`config.mk`:
```
export PLATFORM = sky130hd
export DESIGN_NAME = scpp_mul2
export DESIGN_NICKNAME = d
export VERILOG_FILES = /design/src/design/scpp_mul2.sv
export SDC_FILE = /design/constraint.sdc
export NUM_CORES = 2
export LEC_CHECK = 0
export BUFFER_PORTS_ARGS = -buffer_cell sky130_fd_sc_hd__buf_2
export CORE_MARGIN = 2
export CORE_UTILIZATION = 57
export DETAILED_ROUTE_END_ITERATION = 10
export GPL_ROUTABILITY_DRIVEN = 0
export PLACE_DENSITY_LB_ADDON = 0.3
export RECOVER_POWER = 100
export SKIP_CTS_REPAIR_TIMING = 1
export SLEW_MARGIN = 5
export SYNTH_ARGS = -nofsm -noshare
export SYNTH_HDL_FRONTEND = slang
export SYNTH_SLANG_ARGS = --single-unit
export TNS_END_PERCENT = 5
```
`constraint.sdc`:
```
create_clock -name i_clk -period 12.2 [get_ports i_clk]
set_input_delay 1.22 -clock i_clk [delete_from_list [all_inputs] [get_ports i_clk]]
set_output_delay 1.22 -clock i_clk [all_outputs]
set_load 0.02 [all_outputs]
```
`src/design/scpp_mul2.sv`:
```
// Two-stage pipelined multiplier with sideband, split into two partial products.
module scpp_mul2 #(
    parameter int AW  = 32,
    parameter int BW  = 32,
    parameter int SBW = 1
) (
    input  logic               i_clk,
    input  logic               i_rst_n,
    input  logic               i_en,
    input  logic               i_valid,
    input  logic [AW-1:0]      i_a,
    input  logic [BW-1:0]      i_b,
    input  logic [SBW-1:0]     i_sb,
    output logic               o_valid,
    output logic [AW+BW-1:0]   o_p,
    output logic [SBW-1:0]     o_sb
);
    localparam int H  = BW / 2;
    localparam int HW = BW - H;

    logic [AW+H-1:0]  r_pl;
    logic [AW+HW-1:0] r_ph;
    logic [SBW-1:0]   r_sb1;
    logic             r_v1;
    logic [AW+BW-1:0] r_p;
    logic [SBW-1:0]   r_sb2;
    logic             r_v2;

    always_ff @(posedge i_clk) begin
        if (!i_rst_n) begin
            r_v1 <= 1'b0;
            r_v2 <= 1'b0;
        end else if (i_en) begin
            r_v1 <= i_valid;
            r_v2 <= r_v1;
        end
    end

    always_ff @(posedge i_clk) begin
        if (i_en) begin
            r_pl  <= i_a * i_b[H-1:0];
            r_ph  <= i_a * i_b[BW-1:H];
            r_sb1 <= i_sb;
            r_p   <= {{HW{1'b0}}, r_pl} + {r_ph, {H{1'b0}}};
            r_sb2 <= r_sb1;
        end
    end

    assign o_valid = r_v2;
    assign o_p     = r_p;
    assign o_sb    = r_sb2;
endmodule

```
; Yosys cells after proc, flatten, opt, wreduce, memory -nomap -nowiden
; Index checks and enable logic that the tools add are counted.
[op_classes]
addsub = 1
multipliers = 2
[op_table]
columns = operator, n
row1 = $mul A32 B16 Y48, 2
row2 = $add A48 B64 Y64, 1
[totals]
inputBits = 69
register_bits = 164
wordCells = 10
output_inout_bits = 66

; Depth between registers and ports, before layout
[logic_depth]
word_depth = 1
depth_mapped = 25
ltp_nobuf = 23

; Worst setup path after synthesis
; OpenSTA, ideal clock, no wires.
[synth_timing]
kind = input-to-reg
start = input port i_b[17]
end = register r_ph[42] (data pin)
setup_time_ps = 265
path_slack_ps = 4984
arrival_ps = 6951
path_stages = 21
path_cell_list = clkbuf_1 > nand2_1 > fa_1 > fa_1 > fa_1 > inv_1 > fa_1 > fa_1 > inv_1 > fa_1 > inv_1 > ha_1 > and3_1 > a221oi_1 > o21ai_0 > a2111oi_1 > o31ai_1 > a221o_1 > nand4_1 > nand3_1 > xor2_1
[synth_via]
elab_chain_len = 1
[synth_rtl]
columns = element, line_no
row1 = "start, declared", 12  ; input logic [BW-1:0] i_b,
row2 = $mul A32 B16 Y48, 42  ; r_ph <= i_a * i_b[BW-1:H];
row3 = "end signal, assigned", 42
row4 = "end, declared", 22  ; logic [AW+HW-1:0] r_ph;
; Every way passes these cells.
; A chain may end at the register's enable or synchronous reset.

; Worst setup path in the final report
[layout_timing]
start = input port i_a[3]
end = register r_ph[42] (data pin)
[layout_via]
elab_chain_len = 1
[layout_rtl]
columns = element, line_no
row1 = "start, declared", 11  ; input logic [AW-1:0] i_a,
row2 = $mul A32 B16 Y48, 42
; Every way passes these cells.

==> qor.csv <==
metric,value,unit
Synth Register Bits,164,
root buf cell,clkbuf_16,
RSZ-0062 raised after global routing,false,
Clock Pin Slew Worst Setup and Hold Paths,0.08,ns
TNS Setup,0,ns
worst rel slew slack,-278,%
total grt overflow,0,
Placement Rows,96,
CP Launch Type,input pin,
Register-to-Register Path Depth,10,
final setup vio count,0,
Vias,28902,
Mapped Cells,4233,
"most used cell, CP",fa_1,
pin count of the biggest net entering global routing,100,
RR Endpoint,o_p[53],
synth unique cells,66,
sequential area share after synthesis,12.5,%
outcome,"complete, but fails checks",
failing checks,"capacitance limit, slew limit",
worst hold path depth,0,
worst-margin pin slew,5.67,ns
Worst Hold Class,register to register,
post-DP HPWL,72500,um
post-synthesis async set-or-reset flop share,0,%
CTS buffer count,17,
slowest CP cell,a2111oi_0,
Clock Sinks,164,
area of the die,71100,um2
Filler cells,5822,
"Clk Latency, worst-skew pair",0.49,ns
yosys warns,0,
DRT iter0 DRCs,2128,
nets@finish,5350,
syn_nets,5411,
IO Count,135,
initial antenna violation count,4,
Syn Area/Cell,9.29,um2
DR pass1 iterations,5,
reg2reg setup slack,7.25,ns
Max Cap Viol,7,
H-tree Lvls,4,
IO buf count,134,
DRC,0,
Die Width,267,um
final WL,96300,um
Area Growth Syn to Fin,3.88,%
average wire per standard cell,19.0,um
crit path kind,input pin to register,
most frequent cells in the layout,"898 x inv_1, 837 x fa_1, 676 x nand2_1, 419 x and2_1, 272 x ha_1",
worst r2r src,r_pl[17],
Total GRT Usage,29.0,%
Antenna Nets Post-Route,0,
fmax,0.109,GHz
Synth Cell Area,39300,um2
top_reg_cell synth,edfxtp_1,
Initial Utilization,57.5,%
die height,267,um
CTS tree,yes,
crit-path max cell delay,1.47,ns
clk buf depth,2,
first-pass GRT wire length,160000,um
hold path endpoint,o_p[2],
HP Start,r_pl[2],
CP Data Arrival Time,9.37,ns
Vias/cell,5.70,
Core ar.,68500,um2
count of pins over their slew limit,275,
WP data required,12.43,ns
"commonest non-fill, non-tap cell in the layout",inv_1,
share of layout cells above drive strength 1,2.80,%
Final Skew,0.0195,ns
vias in the first global route,31164,
endpoints failing hold,0,
crit-path cells,clkbuf_1 -> nand2_1 -> fa_1 -> inv_1 -> fa_1 -> inv_1 -> fa_1 -> inv_1 -> fa_1 -> fa_1 -> inv_1 -> fa_1 -> inv_1 -> ha_1 -> and3_1 -> a221oi_1 -> o21ai_0 -> a2111oi_0 -> o31ai_1 -> a221o_1 -> nand4_1 -> nand3_1 -> xor2_1,
Post-synth EDFFs,162,
final worst path period share,74.9,%
post-layout min period,9.14,ns
Crit. End Element,register,
Critical Path Fanout Max,32,
[critical path: cells and delay by family]
family	cells	cell delay, ns
compound gates	5	2.66
xor+xnor	1	0.15
fa+ha+maj	7	3.06
buf+inv	6	1.58
simple gates	4	0.67
[worst max path at each step]
stage | slack, ns | end | cells after the start | start
2_1_floorplan | 4.98 | r_ph[42] | 21 | i_b[17]
3_3_place_gp | 3.82 | r_ph[46] | 21 | i_a[10]
3_5_place_dp | 3.71 | r_ph[42] | 22 | i_a[8]
4_1_cts | 4.23 | r_ph[42] | 22 | i_a[8]
5_1_grt | 2.64 | r_ph[46] | 23 | i_a[3]
6_report | 3.06 | r_ph[42] | 23 | i_a[3]
[registers in the layout, indices dropped and copies added, names as in the netlist]
name	flops
r_sb1	1
r_ph	48
r_pl	48
o_valid	1
r_v1	1
o_sb	1
o_p	64
[final cells by class]
type                            count  area, um2  area share, %
Antenna cell                        2       5.00         0.0122
Clock buffer                       17        425           1.04
Clock inverter                     15        205          0.502
Inverter                          898       3370           8.25
Multi-Input combinational cell   2945      30200           73.9
Sequential cell                   164       4900           12.0
Tap cell                          882       1100           2.70
Timing Repair Buffer              146        669           1.64
[cells in the mapped netlist (all sizes together), types with 5 or more instances]
cell	count	share of area [%]
nand3	35	0.45
o31a	6	0.13
a21o	72	1.4
o31ai	11	0.22
fa	837	43
o22ai	5	0.080
and3	15	0.24
xnor2	74	1.6
or3	8	0.13
xor2	49	1.1
nand2	676	6.4
o21a	11	0.21
a21boi	5	0.095
o211ai	6	0.11
nor2	62	0.59
a211oi	13	0.25
and2	433	6.9
inv	898	8.6
o21bai	24	0.46
nor4b	5	0.13
a21oi	130	1.7
clkbuf	225	2.1
nor3	14	0.18
edfxtp	162	12
nor2b	11	0.17
a311o	8	0.20
ha	272	8.7
or2	7	0.11
a31oi	10	0.20
nand4	33	0.52
o21ai	59	0.75
[cells by family (layout without fill, tap and decap cells)]
| family | Yosys count | in the layout | synth area share [%] |
|---|---|---|---|
| muxes | 5 | 5 | 0.130 |
| buffers and inverters | 1124 | 1076 | 10.7 |
| xor gates and xnor gates | 123 | 123 | 2.74 |
| DFF | 164 | 164 | 12.5 |
| AOI/OAI and AO/OA | 389 | 389 | 6.43 |
| adders and majority gates | 1109 | 1109 | 51.2 |
| other | 0 | 2 | 0 |
| and+or+nand+nor | 1319 | 1319 | 16.3 |
[per-layer routing]
metal	track usage, %	vias up	wire length (um)
met1	35.8	14691	36500
met5	0	-	27
met3	4.48	305	6730
li1	-	12652	-
met2	48.8	1250	47200
met4	16.1	4	5840
[stage by stage]
| stage | area (um2) | cells | hold slack (ns) | setup WS [ns] | utilization [%] |
|---|---|---|---|---|---|
| floorplan | 39300 | 4233 | 0.400 | 4.98 | - |
| global placement | 40400 | 5035 | 0.402 | 3.82 | 59.0 |
| detailed placement | 40400 | 5035 | 0.405 | 3.71 | 59.0 |
| CTS | 41000 | 5067 | 0.418 | 4.23 | 59.9 |
| global route | 40900 | 5068 | 0.430 | 2.64 | 59.7 |
| finish | 40900 | 5069 | 0.420 | 3.06 | 59.7 |
Power is left out: the tool's default activity adds up to more than one toggle a clock period on the data nets, which glitch-free logic cannot reach.
